## src/i2cm_pkg.sv

```systemverilog
// Shared types and constants for the I2C master byte engine.
// Depends on nothing; every other file imports it.
`timescale 1ns / 1ps

package i2cm_pkg;

  localparam int unsigned PHASE_W = 10;
  localparam int unsigned BYTE_W  = 8;
  localparam int unsigned BCNT_W  = 4;
  localparam int unsigned CMD_W   = 3;

  localparam logic [BCNT_W-1:0] BITS_PER_BYTE = BCNT_W'(BYTE_W);

  typedef enum logic [CMD_W-1:0] {
    CMD_NONE  = 3'd0,
    CMD_START = 3'd1,
    CMD_STOP  = 3'd2,
    CMD_WRITE = 3'd3,
    CMD_READ  = 3'd4
  } cmd_e;

  typedef enum logic {
    REG_PHASE_TICKS = 1'b0,
    REG_UNMAPPED    = 1'b1
  } reg_idx_e;

  typedef struct packed {
    logic [CMD_W-1:0]  command;
    logic [BYTE_W-1:0] write_byte;
    logic              send_nack;
    logic              sda_in;
  } item_t;

  typedef struct packed {
    cmd_e               active;
    logic [BCNT_W-1:0]  bit_count;
    logic               half_phase;
    logic [PHASE_W-1:0] tick_count;
    logic [BYTE_W-1:0]  shift;
    logic               scl;
    logic               sda;
    logic               release_sda;
    logic               ack;
    logic               nack_hold;
    logic [BYTE_W-1:0]  read_hold;
  } eng_state_t;

  typedef struct packed {
    logic              scl_level;
    logic              sda_level;
    logic              sda_released;
    logic              busy_res;
    logic              done_res;
    logic [BYTE_W-1:0] read_byte;
    logic              ack_received;
  } result_t;

endpackage

```

## src/i2cm_cfg.sv

```systemverilog
// APB-style register file holding the phase length.
// Depends on i2cm_pkg.
`timescale 1ns / 1ps

module i2cm_cfg
  import i2cm_pkg::*;
(
  input  logic               clk_i,
  input  logic               rst_ni,
  input  logic               psel,
  input  logic               penable,
  input  logic               pwrite,
  input  logic [2:0]         paddr,
  input  logic [31:0]        pwdata,
  output logic [31:0]        prdata,
  output logic               pready,
  output logic [PHASE_W-1:0] phase_ticks_o
);

  logic [PHASE_W-1:0] phase_q, phase_d;
  reg_idx_e           idx;

  assign idx    = reg_idx_e'(paddr[2]);
  assign pready = 1'b1;

  always_comb begin
    phase_d = phase_q;
    if (psel && penable && pwrite && pready && idx == REG_PHASE_TICKS) begin
      phase_d = pwdata[PHASE_W-1:0];
    end
  end

  always_comb begin
    unique case (idx)
      REG_PHASE_TICKS: prdata = {{(32-PHASE_W){1'b0}}, phase_q};
      default:         prdata = '0;
    endcase
  end

  always_ff @(posedge clk_i or negedge rst_ni) begin
    if (!rst_ni) begin
      phase_q <= PHASE_W'(1);
    end else begin
      phase_q <= phase_d;
    end
  end

  assign phase_ticks_o = phase_q;

endmodule

```

## src/i2cm_step.sv

```systemverilog
// Per-tick next-state and result logic of the line sequencer.
// Depends on i2cm_pkg.
`timescale 1ns / 1ps

module i2cm_step
  import i2cm_pkg::*;
(
  input  eng_state_t         state_i,
  input  item_t              item_i,
  input  logic [PHASE_W-1:0] phase_ticks_i,
  output eng_state_t         state_o,
  output result_t            result_o
);

  logic [PHASE_W-1:0] plen;
  logic [PHASE_W:0]   tick_inc;
  logic [BCNT_W-1:0]  bc_inc;
  logic [BYTE_W-1:0]  shift_up;
  logic               done;
  eng_state_t         s;

  assign plen     = (phase_ticks_i == '0) ? PHASE_W'(1) : phase_ticks_i;
  assign tick_inc = {1'b0, state_i.tick_count} + (PHASE_W+1)'(1);
  assign bc_inc   = state_i.bit_count + BCNT_W'(1);
  assign shift_up = {state_i.shift[BYTE_W-2:0], 1'b0};

  always_comb begin
    s    = state_i;
    done = 1'b0;
    if (state_i.active == CMD_NONE) begin
      unique case (cmd_e'(item_i.command))
        CMD_START: begin
          s.active = CMD_START;
          s.sda    = 1'b1;
          s.scl    = 1'b1;
        end
        CMD_STOP: begin
          s.active = CMD_STOP;
          s.sda    = 1'b0;
          s.scl    = 1'b0;
        end
        CMD_WRITE: begin
          s.active = CMD_WRITE;
          s.shift  = item_i.write_byte;
          s.sda    = item_i.write_byte[BYTE_W-1];
          s.scl    = 1'b0;
        end
        CMD_READ: begin
          s.active    = CMD_READ;
          s.nack_hold = item_i.send_nack;
          s.shift     = '0;
          s.sda       = 1'b1;
          s.scl       = 1'b0;
        end
        default: ;
      endcase
      if (s.active != CMD_NONE) begin
        s.bit_count   = '0;
        s.half_phase  = 1'b0;
        s.tick_count  = '0;
        s.release_sda = (s.active == CMD_READ);
      end
    end else if (tick_inc < {1'b0, plen}) begin
      s.tick_count = tick_inc[PHASE_W-1:0];
    end else begin
      s.tick_count = '0;
      if (!state_i.half_phase) begin
        s.half_phase = 1'b1;
        if (state_i.active == CMD_START) begin
          s.sda = 1'b0;
        end else begin
          s.scl = 1'b1;
          if (state_i.active == CMD_WRITE && state_i.bit_count == BITS_PER_BYTE) begin
            s.ack = item_i.sda_in;
          end
          if (state_i.active == CMD_READ && state_i.bit_count < BITS_PER_BYTE) begin
            s.shift = {state_i.shift[BYTE_W-2:0], item_i.sda_in};
          end
        end
      end else if (state_i.active == CMD_START) begin
        s.scl = 1'b0;
        done  = 1'b1;
      end else if (state_i.active == CMD_STOP) begin
        s.sda = 1'b1;
        done  = 1'b1;
      end else if (state_i.bit_count >= BITS_PER_BYTE) begin
        s.scl         = 1'b0;
        s.release_sda = 1'b0;
        done          = 1'b1;
        if (state_i.active == CMD_WRITE) begin
          s.sda = 1'b1;
        end else begin
          s.read_hold = state_i.shift;
        end
      end else begin
        s.scl        = 1'b0;
        s.half_phase = 1'b0;
        s.bit_count  = bc_inc;
        if (state_i.active == CMD_WRITE) begin
          s.shift = shift_up;
          if (bc_inc == BITS_PER_BYTE) begin
            s.release_sda = 1'b1;
            s.sda         = 1'b1;
          end else begin
            s.sda = shift_up[BYTE_W-1];
          end
        end else if (bc_inc == BITS_PER_BYTE) begin
          s.release_sda = 1'b0;
          s.sda         = state_i.nack_hold;
        end
      end
      if (done) begin
        s.active     = CMD_NONE;
        s.bit_count  = '0;
        s.half_phase = 1'b0;
      end
    end
  end

  assign state_o = s;

  always_comb begin
    result_o.scl_level    = s.scl;
    result_o.sda_level    = s.release_sda | s.sda;
    result_o.sda_released = s.release_sda;
    result_o.busy_res     = (s.active != CMD_NONE);
    result_o.done_res     = done;
    result_o.read_byte    = s.read_hold;
    result_o.ack_received = s.ack;
  end

endmodule

```

## src/i2c_master_byte_engine_core.sv

```systemverilog
// I2C master byte engine: one tick beat in, one line-level result beat out.
// Tick beats are held in an item register, results in a result register.
// Throughput: one beat per cycle when not stalled; the sequencer state
// updates once per beat. Reset: engine idle, lines low, phase_ticks = 1.
// Depends on i2cm_pkg, i2cm_cfg and i2cm_step.
`timescale 1ns / 1ps

module i2c_master_byte_engine_core
  import i2cm_pkg::*;
(
  input  logic              clk_i,
  input  logic              rst_ni,
  input  logic              psel,
  input  logic              penable,
  input  logic              pwrite,
  input  logic [2:0]        paddr,
  input  logic [31:0]       pwdata,
  output logic [31:0]       prdata,
  output logic              pready,
  input  logic              in_valid_i,
  output logic              in_stall_o,
  input  logic [CMD_W-1:0]  command_i,
  input  logic [BYTE_W-1:0] write_byte_i,
  input  logic              send_nack_i,
  input  logic              sda_in_i,
  output logic              out_valid_o,
  input  logic              out_stall_i,
  output logic              scl_level_o,
  output logic              sda_level_o,
  output logic              sda_released_o,
  output logic              busy_res_o,
  output logic              done_res_o,
  output logic [BYTE_W-1:0] read_byte_o,
  output logic              ack_received_o
);

  logic [PHASE_W-1:0] phase_ticks;
  logic               in_vld_q, in_vld_d;
  item_t              item_q;
  logic               out_vld_q, out_vld_d;
  result_t            res_q, res_d;
  eng_state_t         st_q, st_d;
  logic               out_free, advance, accept;

  i2cm_cfg u_cfg (
    .clk_i,
    .rst_ni,
    .psel,
    .penable,
    .pwrite,
    .paddr,
    .pwdata,
    .prdata,
    .pready,
    .phase_ticks_o (phase_ticks)
  );

  i2cm_step u_step (
    .state_i       (st_q),
    .item_i        (item_q),
    .phase_ticks_i (phase_ticks),
    .state_o       (st_d),
    .result_o      (res_d)
  );

  assign out_free   = !out_vld_q || !out_stall_i;
  assign advance    = in_vld_q && out_free;
  assign in_stall_o = in_vld_q && !out_free;
  assign accept     = in_valid_i && !in_stall_o;

  always_comb begin
    in_vld_d = in_vld_q;
    if (accept) begin
      in_vld_d = 1'b1;
    end else if (advance) begin
      in_vld_d = 1'b0;
    end
  end

  always_comb begin
    out_vld_d = out_vld_q;
    if (advance) begin
      out_vld_d = 1'b1;
    end else if (!out_stall_i) begin
      out_vld_d = 1'b0;
    end
  end

  always_ff @(posedge clk_i or negedge rst_ni) begin
    if (!rst_ni) begin
      in_vld_q  <= 1'b0;
      out_vld_q <= 1'b0;
      st_q      <= '{active: CMD_NONE, default: '0};
    end else begin
      in_vld_q  <= in_vld_d;
      out_vld_q <= out_vld_d;
      if (advance) begin
        st_q <= st_d;
      end
    end
  end

  always_ff @(posedge clk_i) begin
    if (accept) begin
      item_q <= '{command: command_i, write_byte: write_byte_i,
                  send_nack: send_nack_i, sda_in: sda_in_i};
    end
    if (advance) begin
      res_q <= res_d;
    end
  end

  assign out_valid_o    = out_vld_q;
  assign scl_level_o    = res_q.scl_level;
  assign sda_level_o    = res_q.sda_level;
  assign sda_released_o = res_q.sda_released;
  assign busy_res_o     = res_q.busy_res;
  assign done_res_o     = res_q.done_res;
  assign read_byte_o    = res_q.read_byte;
  assign ack_received_o = res_q.ack_received;

  a_done_not_busy : assert property (@(posedge clk_i) disable iff (!rst_ni)
    out_vld_q && res_q.done_res |-> !res_q.busy_res)
    else $error("done and busy in the same result beat");

  a_released_high : assert property (@(posedge clk_i) disable iff (!rst_ni)
    out_vld_q && res_q.sda_released |-> res_q.sda_level)
    else $error("released SDA reported low");

  a_idle_counters : assert property (@(posedge clk_i) disable iff (!rst_ni)
    st_q.active == CMD_NONE |-> (st_q.bit_count == '0 && !st_q.half_phase))
    else $error("idle engine with live bit or phase counter");

  a_state_holds : assert property (@(posedge clk_i) disable iff (!rst_ni)
    !advance |=> $stable(st_q))
    else $error("engine state moved without a beat");

endmodule

```

## config.mk

```make
export PLATFORM = sky130hd
export DESIGN_NAME = i2c_master_byte_engine_core
export DESIGN_NICKNAME = d
export VERILOG_FILES = /design/src/i2cm_pkg.sv /design/src/i2cm_cfg.sv /design/src/i2cm_step.sv /design/src/i2c_master_byte_engine_core.sv
export SDC_FILE = /design/constraint.sdc
export NUM_CORES = 1
export LEC_CHECK = 0
export BUFFER_PORTS_ARGS = -buffer_cell sky130_fd_sc_hd__buf_2
export CAP_MARGIN = 40
export CELL_PAD_IN_SITES_DETAIL_PLACEMENT = 0
export CELL_PAD_IN_SITES_GLOBAL_PLACEMENT = 1
export CORE_ASPECT_RATIO = 1.1
export CORE_MARGIN = 1.5
export CORE_UTILIZATION = 43
export CTS_BUF_LIST = sky130_fd_sc_hd__clkbuf_8
export DETAILED_ROUTE_END_ITERATION = 10
export PLACE_DENSITY = 0.89
export REMOVE_ABC_BUFFERS = 1
export SLEW_MARGIN = 20
export SYNTH_ARGS = -nofsm -noshare
export SYNTH_HDL_FRONTEND = slang
export SYNTH_SLANG_ARGS = --single-unit
```

## constraint.sdc

```tcl
create_clock -name clk_i -period 4 [get_ports clk_i]
set_input_delay 0.6 -clock clk_i [delete_from_list [all_inputs] [get_ports clk_i]]
set_output_delay 0.6 -clock clk_i [all_outputs]
set_load 0.05 [all_outputs]
```

After elaboration in Yosys (flattened, before gate mapping):

Cells that the tools add are included.
W data, S select, Z words.

* flip-flop bits (word level): 78
* input port bits: 55
* output and inout port bits: 49
* word-level logic and storage cells: 138

* $add $sub $neg: 2
* magnitude comparators: 3
* equal/unequal tests: 22
* mux-type cells: 58
* bitwise operators: 2
* reductions and logical operators: 26

Operators by type and width (number)
* $mux W8: 13
* $mux W10: 4
* $mux W29: 1
* $mux W1: 24
* $mux W9: 2
* $pmux W8 S2: 1
* $mux W15: 1
* $mux W5: 3
* $ne A3 B2 Y1 const B: 5
* $eq A3 B2 Y1 const B: 4
* $mux W12: 1
* $pmux W3 S4: 1
* $reduce_bool A3 Y1: 4
* $add A10 B1 Y11 const B: 1
* $lt A11 B10 Y1: 1
* $logic_not A10 Y1: 1
* $eq A3 B3 Y1 const B: 3
* $eq A4 B4 Y1 const B: 2
* $logic_and A1 B1 Y1: 8
* $mux W2: 4
* $pmux W2 S4: 1
* $reduce_and A8 Y1: 1
* $reduce_and A7 Y1: 1
* $eq A3 B1 Y1 const B: 2
* 18 further kinds: 24

Depth between registers and ports, before layout:

Gate-level depths: netlist of run 1.

* depth in word-level cells: 11
* mapped depth: 13
* gate-level depth less buffers: 12

Cells and area by module:

From an unflattened synthesis of run 1, not the netlist that was laid out.

* cells, all modules: 428
* area total of the unflattened synthesis: 4763.3 µm²

By module, submodules not included
* i2c_master_byte_engine_core: instances 1, cells an instance 117, area each 2368.5 µm², seq. area each 1836.8 µm²
* i2cm_step: instances 1, cells an instance 253, area each 1711.6 µm², seq. area each 0.0 µm²
* i2cm_cfg: instances 1, cells an instance 58, area each 683.2 µm², seq. area each 251.5 µm²

Least setup slack after synthesis of run 1:

Ideal clock, no wire load.

* path type: register to register
* start: register st_q[23] (netlist name)
* end: register res_q, in the netlist read_byte_o[0], data pin
* library setup time: 0.260 ns
* arrival: 2.942 ns
* data required time: 3.740 ns
* path slack: 0.798 ns
* cell stages (with the launch flop): 14
* path buffers: 1
* period minus slack after synthesis: 3.202 ns
* path through: dfrtp_1 -> and3_1 -> nand3_1 -> nor2_1 -> nand3_1 -> xnor2_1 -> ha_1 -> nand3_1 -> nor4_1 -> o311ai_2 -> and2_4 -> buf_6 -> nor2_4 -> mux2_2

RTL lines
* start, declared: RTL line i2c_master_byte_engine_core.sv:42 `eng_state_t st_q, st_d;`
* start signal, assigned: RTL line i2c_master_byte_engine_core.sv:98 `st_q <= st_d;`
* end signal, assigned: RTL line i2c_master_byte_engine_core.sv:109 `res_q <= res_d;`
* end, declared: RTL line i2c_master_byte_engine_core.sv:41 `result_t res_q, res_d;`

==> results of run 1 <==
## flip-flops by register name (all words and copies together) (netlist names)
register             cells
scl_level_o              1
read_byte_o              8
u_cfg.phase_ticks_o     10
st_q                    39
done_res_o               1
sda_released_o           1
ack_received_o           1
busy_res_o               1
in_vld_q                 1
sda_level_o              1
item_q                  13
out_valid_o              1
## cell usage in the layout (no fill, tap or decap), drive strengths merged, types with 12 or more instances in the layout
cell type	n
nor2	30
mux2	40
buf	62
edfxtp	27
conb	23
inv	23
nand2	25
a21oi	17
nand3	12
ha	12
dfrtp	50
## worst min-delay path by stage
stage | slack (ns) | end | depth (start not counted)
3_3_place_gp | 0.46 | st_q[8] | 1
3_5_place_dp | 0.47 | st_q[8] | 1
2_1_floorplan | 0.30 | in_vld_q | 0
4_1_cts | 0.39 | st_q[20] | 2
5_1_grt | 0.39 | item_q[5] | 1
6_report | 0.36 | st_q[31] | 2
## final cells by class
type / count / area share
Inverter: 20 / 0.0159
Clock inverter: 7 / 0.0133
Tap cell: 117 / 0.0310
Multi-Input combinational cell: 265 / 0.400
Timing Repair Buffer: 62 / 0.0716
Sequential cell: 78 / 0.442
Clock buffer: 9 / 0.0262
## logic make-up (layout without fill, tap and decap cells)
logic type | after synthesis | count (layout) | share of synthesized area
AOI/OAI and AO/OA | 75 | 75 | 0.134
xor gates and xnor gates | 10 | 10 | 0.0208
adders and majority gates | 13 | 13 | 0.0381
buffers and inverters | 55 | 98 | 0.0727
DFF | 78 | 78 | 0.497
muxes | 42 | 42 | 0.112
other | 2 | 23 | 0.00179
and+or+nand+nor | 102 | 102 | 0.123
## report_power, final
part           internal, mW  leakage [nW]  switching (mW)  total, mW
Clock                 0.238        0.0863           0.332      0.570
Combinational         0.212          1.18           0.384      0.596
Sequential            0.928         0.900           0.113       1.04
Total                  1.38          2.16           0.829       2.21
## per-layer routing
| layer | part of all wire | global-route usage | routed length (µm) | up-vias |
|---|---|---|---|---|
| met5 | 0 | 0 | 0 | - |
| met4 | 0.018 | 0.0704 | 166 | 0 |
| met3 | 0.058 | 0.0352 | 525 | 17 |
| met2 | 0.50 | 0.319 | 4470 | 129 |
| met1 | 0.43 | 0.226 | 3820 | 1473 |
| li1 | - | - | - | 1451 |
## synth_stat cells, drive strengths merged, types with 3 or more instances
master  instances  area [µm²]
nor2           30         120
a32o            8        80.1
inv            19        71.3
and3            3        18.8
nor4            5        31.3
o31ai           4        30.0
nand3          12        60.1
nand2          25        96.4
nor3            8        56.3
buf            29         208
a21oi          17        85.1
clkbuf          6        22.5
a22o            9        78.8
nand4           3        18.8
dfrtp          50        1250
a31oi           4        31.3
ha             12         150
mux2           40         450
nor2b           5        31.3
xnor2           8        70.1
o21ai           8        43.8
a21o            3        22.5
and2            3        21.3
edfxtp         27         811
a31o            3        26.3
## per-stage QoR
step / worst slack, ns / hold slack [ns] / power [mW] / utilization / instance area (µm²)
2_1_floorplan: 0.852 / 0.304 / 1.48 / - / 4050
5_1_grt: 0.0523 / 0.388 / 2.33 / 0.500 / 4720
3_3_place_gp: 0.353 / 0.460 / 1.62 / 0.478 / 4510
4_1_cts: 0.231 / 0.388 / 2.22 / 0.498 / 4700
3_5_place_dp: 0.274 / 0.468 / 1.65 / 0.478 / 4510
6_report: 0.355 / 0.355 / 2.21 / 0.500 / 4720
==> results.sh, run 1 <==
export IMPL_crit_family="simple AND/OR/NAND/NOR gates"
export IMPL_critPathCaptureType="flop"
export IMPL_endpoint="read_byte_o[0]"
export IMPL_rows=37
export IMPL_slew_headroom=0.539
export IMPL_syn_to_final_growth_pct=12.4
export IMPL_cts_hold_buf=0
export IMPL_grt_max_degree=52
export IMPL_hp_class="in -> async"
export IMPL_start_util=0.445
export IMPL_gp_congestion=0.870
export IMPL_worstSetupPathType="reg -> reg"
export IMPL_instances_no_fill=558
export IMPL_crit_buf_inv=0
export IMPL_status="completed"
export IMPL_numCtsBuffers=9
export IMPL_arrival_ns=3.75
export IMPL_viasPerCell=5.50
export IMPL_clockBufferDepth=2
export IMPL_clk_latency_ns=0.37
export IMPL_async_flop_share=0.654
export IMPL_wl_um=8980
export IMPL_core_area_um2=9440
export IMPL_yosysUniqueCellTypes=63
export IMPL_seq_area_frac_synth=0.497
export IMPL_timing_rr_start="st_q[23]"
export IMPL_netlist_area_um2=4200
export IMPL_fmax_mhz=274
export IMPL_synthCells=377
export IMPL_setup_viol=0
export IMPL_htree_num_levels=3
export IMPL_hold_viol_final=0
export IMPL_critPathLaunchType="flop"
export IMPL_maxCapViolCount=0
export IMPL_clock_skew_ns=0.0168
export IMPL_cts_resized=0
export IMPL_fin_crit_sh=0.911
export IMPL_slew_viol_final=0
export IMPL_critPathLaunch="st_q[23]"
export IMPL_worstPathRequired_ns=4.11
export IMPL_antenna_found_initial=0
export IMPL_grt_pass1_wl_um=15300
export IMPL_fillCellCount=876
export IMPL_cts_tree="yes"
export IMPL_die_height_um=107
export IMPL_grt_pass1_vias=3131
export IMPL_finalCriticalPeriod_ns=3.64
export IMPL_worstRegToRegCells=12
export IMPL_post_route_drc_count=0
export IMPL_worst_path_max_fanout=11
export IMPL_clkSinkCount=78
export IMPL_post_cts_buffers=0
export IMPL_detail_route_antenna_nets=0
export IMPL_io_buffers=56
export IMPL_syn_area_per_cell_um2=11.1
export IMPL_worst_pin_slew_ns=0.692
export IMPL_yosysWarnings=0
export IMPL_rrSetupSlack_ns=0.36
export IMPL_diodes=0
export IMPL_grt_usage=0.183
export IMPL_ys_ff_latch=78
export IMPL_peakVddDrop_mv=0.194
export IMPL_fp_dieArea_um2=10400
export IMPL_max_stage_delay_ns=0.46
export IMPL_ys_flop_type="dfrtp_1"
export IMPL_grt_overflow=0
export IMPL_dp_hpwl_um=6330
export IMPL_seqCellArea_um2=2090
export IMPL_final_layout_size_suffix_gt1_frac=0.299
export IMPL_cp_slowest_cell="dfrtp_1"
export IMPL_drt_iter0_markers=183
export IMPL_tns_ns=0
export IMPL_p_per_area_nw_per_um2=467
export IMPL_nets=503
export IMPL_multiInputGateArea_um2=1890
export IMPL_first_pass_iters=5
export IMPL_cpMostUsedCell="nand3_1"
export IMPL_reg2reg_to="read_byte_o[0]"
export IMPL_vias=3070
export IMPL_dp_cells=541
export IMPL_wl_per_cell_um=16.1
export IMPL_p_leak_nw=2.16
export IMPL_clkSlewWorstSetupHoldPaths_ns=0.09
export IMPL_dieWidth_um=97.3
export IMPL_root_buffer="clkbuf_8"
export IMPL_ios=104
export IMPL_synth_edf_count=27
export IMPL_rsz0062_at_grt="false"
export IMPL_cp_depth=12
export IMPL_crit_chain="and3_1 -> nand3_1 -> nor2_1 -> nand3_1 -> xnor2_1 -> ha_1 -> nand3_1 -> nor4_1 -> o311ai_2 -> and2_4 -> nor2_4 -> mux2_2"
(Power assumes the default switching activity.)
==> run 2: changes to the inputs <==
- ABC_AREA: default -> 1
- CORE_UTILIZATION: 43 -> 41
- PLACE_DENSITY: 0.89 -> 0.9
==> run 2 against run 1 <==
Effect of this change: combinational power is 66% higher; clock power increased by 19%; sequential power increased by 7%; critical path depth up 5; register-to-register slack improved by 0.37 ns; fmax is 11% higher; wire length down 5.7%; final cell count up 23%; worst setup slack better by 0.37 ns.
==> results.sh, run 2 <==
export IMPL_status="completed"
export IMPL_wl_um=8470
export IMPL_synth_top_family_by_area="simple AND/OR/NAND/NOR gates"
export IMPL_tns_ns=0
export IMPL_worst_path_max_fanout=16
export IMPL_arrival_ns=3.39
export IMPL_rrSetupSlack_ns=0.72
export IMPL_synthAdderAreaFrac=0.0351
export IMPL_worst_pin_slew_ns=0.740
export IMPL_peakVddDrop_mv=0.199
export IMPL_synthMuxAreaShare=0.00264
export IMPL_synthTopCellsByCount="125 x nand2_1, 55 x inv_1, 50 x dfrtp_1"
export IMPL_die_height_um=110
export IMPL_grt_usage=0.166
export IMPL_viasPerCell=4.84
export IMPL_clkSlewWorstSetupHoldPaths_ns=0.08
export IMPL_fp_dieArea_um2=11000
export IMPL_synth_compound_area_frac=0.105
export IMPL_cts_tree="yes"
export IMPL_drt_iter0_markers=311
export IMPL_ys_ff_latch=78
export IMPL_clock_skew_ns=0.0131
export IMPL_clockBufferDepth=2
export IMPL_dieWidth_um=100
export IMPL_diodes=0
export IMPL_fin_crit_sh=0.819
export IMPL_cp_slowest_cell="nor3_1"
export IMPL_io_buffers=56
export IMPL_detail_route_antenna_nets=0
export IMPL_worstSetupPathType="reg -> reg"
export IMPL_worstPathRequired_ns=4.12
export IMPL_grt_pass1_vias=3159
export IMPL_p_per_area_nw_per_um2=580
export IMPL_final_cell_mix="125 x nand2_1, 56 x buf_2, 55 x inv_1"
export IMPL_crit_chain="nand3_1 -> nor3_1 -> nand3_1 -> xor2_1 -> ha_1 -> nand3_1 -> inv_1 -> nand2_1 -> nor2_1 -> nand2_1 -> inv_2 -> nand2_4 -> nand2_8 -> nand2_4 -> nor2_4 -> nand2_1 -> o21a_1"
export IMPL_gp_congestion=0.867
export IMPL_cts_resized=0
export IMPL_finalCriticalPeriod_ns=3.28
export IMPL_wl_per_cell_um=12.4
export IMPL_synth_top_area_frac=0.293
export IMPL_critPathLaunchType="flop"
export IMPL_timing_final_ws_setup_ns=0.725
export IMPL_timing_rr_start="st_q[23]"
export IMPL_dp_hpwl_um=6340
export IMPL_core_area_um2=9980
export IMPL_grt_max_degree=38
export IMPL_antenna_found_initial=0
export IMPL_yosysUniqueCellTypes=41
export IMPL_grt_pass1_wl_um=14600
export IMPL_post_cts_buffers=0
export IMPL_yosysWarnings=0
export IMPL_slew_viol_final=0
export IMPL_grt_overflow=0
export IMPL_numCtsBuffers=9
export IMPL_synthCells=504
export IMPL_place_ws_ns=0.738
export IMPL_htree_num_levels=3
export IMPL_vias=3312
export IMPL_nets=626
export IMPL_clkSinkCount=78
export IMPL_rows=38
export IMPL_synthSimpleGateAreaFrac=0.241
export IMPL_yosys_top_cells_area="dfrtp_1 29%, edfxtp_1 19%, nand2_1 11%"
export IMPL_hold_viol_final=0
export IMPL_root_buffer="clkbuf_8"
export IMPL_yosysTopAreaCell="dfrtp_1"
export IMPL_post_synth_top_count_cell="nand2_1"
export IMPL_first_pass_iters=4
export IMPL_rsz0062_at_grt="false"
export IMPL_syn_to_final_growth_pct=12.1
export IMPL_slew_headroom=0.505
export IMPL_crit_family="simple AND/OR/NAND/NOR gates"
export IMPL_maxCapViolCount=0
export IMPL_clk_latency_ns=0.36
export IMPL_synth_xor_area_share=0.0143
export IMPL_cts_hold_buf=0
export IMPL_final_layout_size_suffix_gt1_frac=0.193
export IMPL_max_stage_delay_ns=0.53
export IMPL_reg2reg_to="read_byte_o[0]"
export IMPL_hp_class="in -> async"
export IMPL_netlist_area_um2=4270
export IMPL_critPathCaptureType="flop"
export IMPL_ys_flop_type="dfrtp_1"
export IMPL_mostFrequentLayoutCell="nand2_1"
export IMPL_top_register="st_q"
export IMPL_setup_viol=0
export IMPL_seq_area_frac_synth=0.489
export IMPL_crit_buf_inv=2
export IMPL_post_route_drc_count=0
export IMPL_async_flop_share=0.654
export IMPL_largest_reg_flops=39
export IMPL_fillCellCount=980
export IMPL_fmax_mhz=305
export IMPL_worstRegToRegCells=17
export IMPL_p_leak_nw=2.43
export IMPL_ios=104
export IMPL_start_util=0.428
export IMPL_syn_area_per_cell_um2=8.48
export IMPL_synth_edf_count=27
[run 2: worst max path at each step]
stage | start | to | slack, ns | cells past startpoint
2_1_floorplan | out_valid_o | st_q[32] | 0.71 | 8
3_3_place_gp | st_q[23] | read_byte_o[2] | 0.89 | 17
3_5_place_dp | st_q[23] | read_byte_o[0] | 0.74 | 17
4_1_cts | st_q[23] | read_byte_o[0] | 0.72 | 17
5_1_grt | st_q[23] | read_byte_o[0] | 0.44 | 17
6_report | st_q[23] | read_byte_o[0] | 0.72 | 17
[run 2: kinds of logic after synthesis]
family	count (synthesis)
AO/OA/AOI/OAI	74
other	2
flip-flops	78
XOR/XNOR	7
multiplexers	1
adder cells (fa/ha/maj)	12
buffers and inverters	99
AND/OR/NAND/NOR	231
[run 2: layout make-up]
type	count	area, µm²	area share
well taps	120	150	0.0313
repair buffers	58	295	0.0617
clock inverters	7	103	0.0214
flip-flops and latches	78	2090	0.436
clock buffers	9	124	0.0259
multi-input cells	348	1790	0.374
inverters	64	240	0.0502
[run 2: metrics by stage]
| step | hold slack [ns] | cells | power [mW] | instance area, µm² | utilization |
|---|---|---|---|---|---|
| finish | 0.137 | 684 | 2.78 | 4790 | 0.480 |
| global route | 0.152 | 684 | 2.98 | 4790 | 0.480 |
| CTS | 0.136 | 684 | 2.80 | 4790 | 0.480 |
| detailed placement | 0.467 | 668 | 2.12 | 4560 | 0.457 |
| global placement | 0.457 | 668 | 2.09 | 4560 | 0.457 |
| floorplan | 0.304 | 490 | 1.87 | 4120 | - |
[run 2: where the power goes]
part | switching, mW | internal, mW | leakage [nW]
Sequential | 0.113 | 0.997 | 0.909
Combinational | 0.715 | 0.276 | 1.41
Clock | 0.316 | 0.360 | 0.113
Total | 1.14 | 1.63 | 2.43
[run 2: layer usage]
layer / vias to the layer above / track usage / routed length [µm]
li1: 1690 / - / -
met4: 0 / 0.0744 / 182
met5: - / 0 / 0
met1: 1520 / 0.229 / 4080
met3: 17 / 0.0227 / 384
met2: 85 / 0.260 / 3820
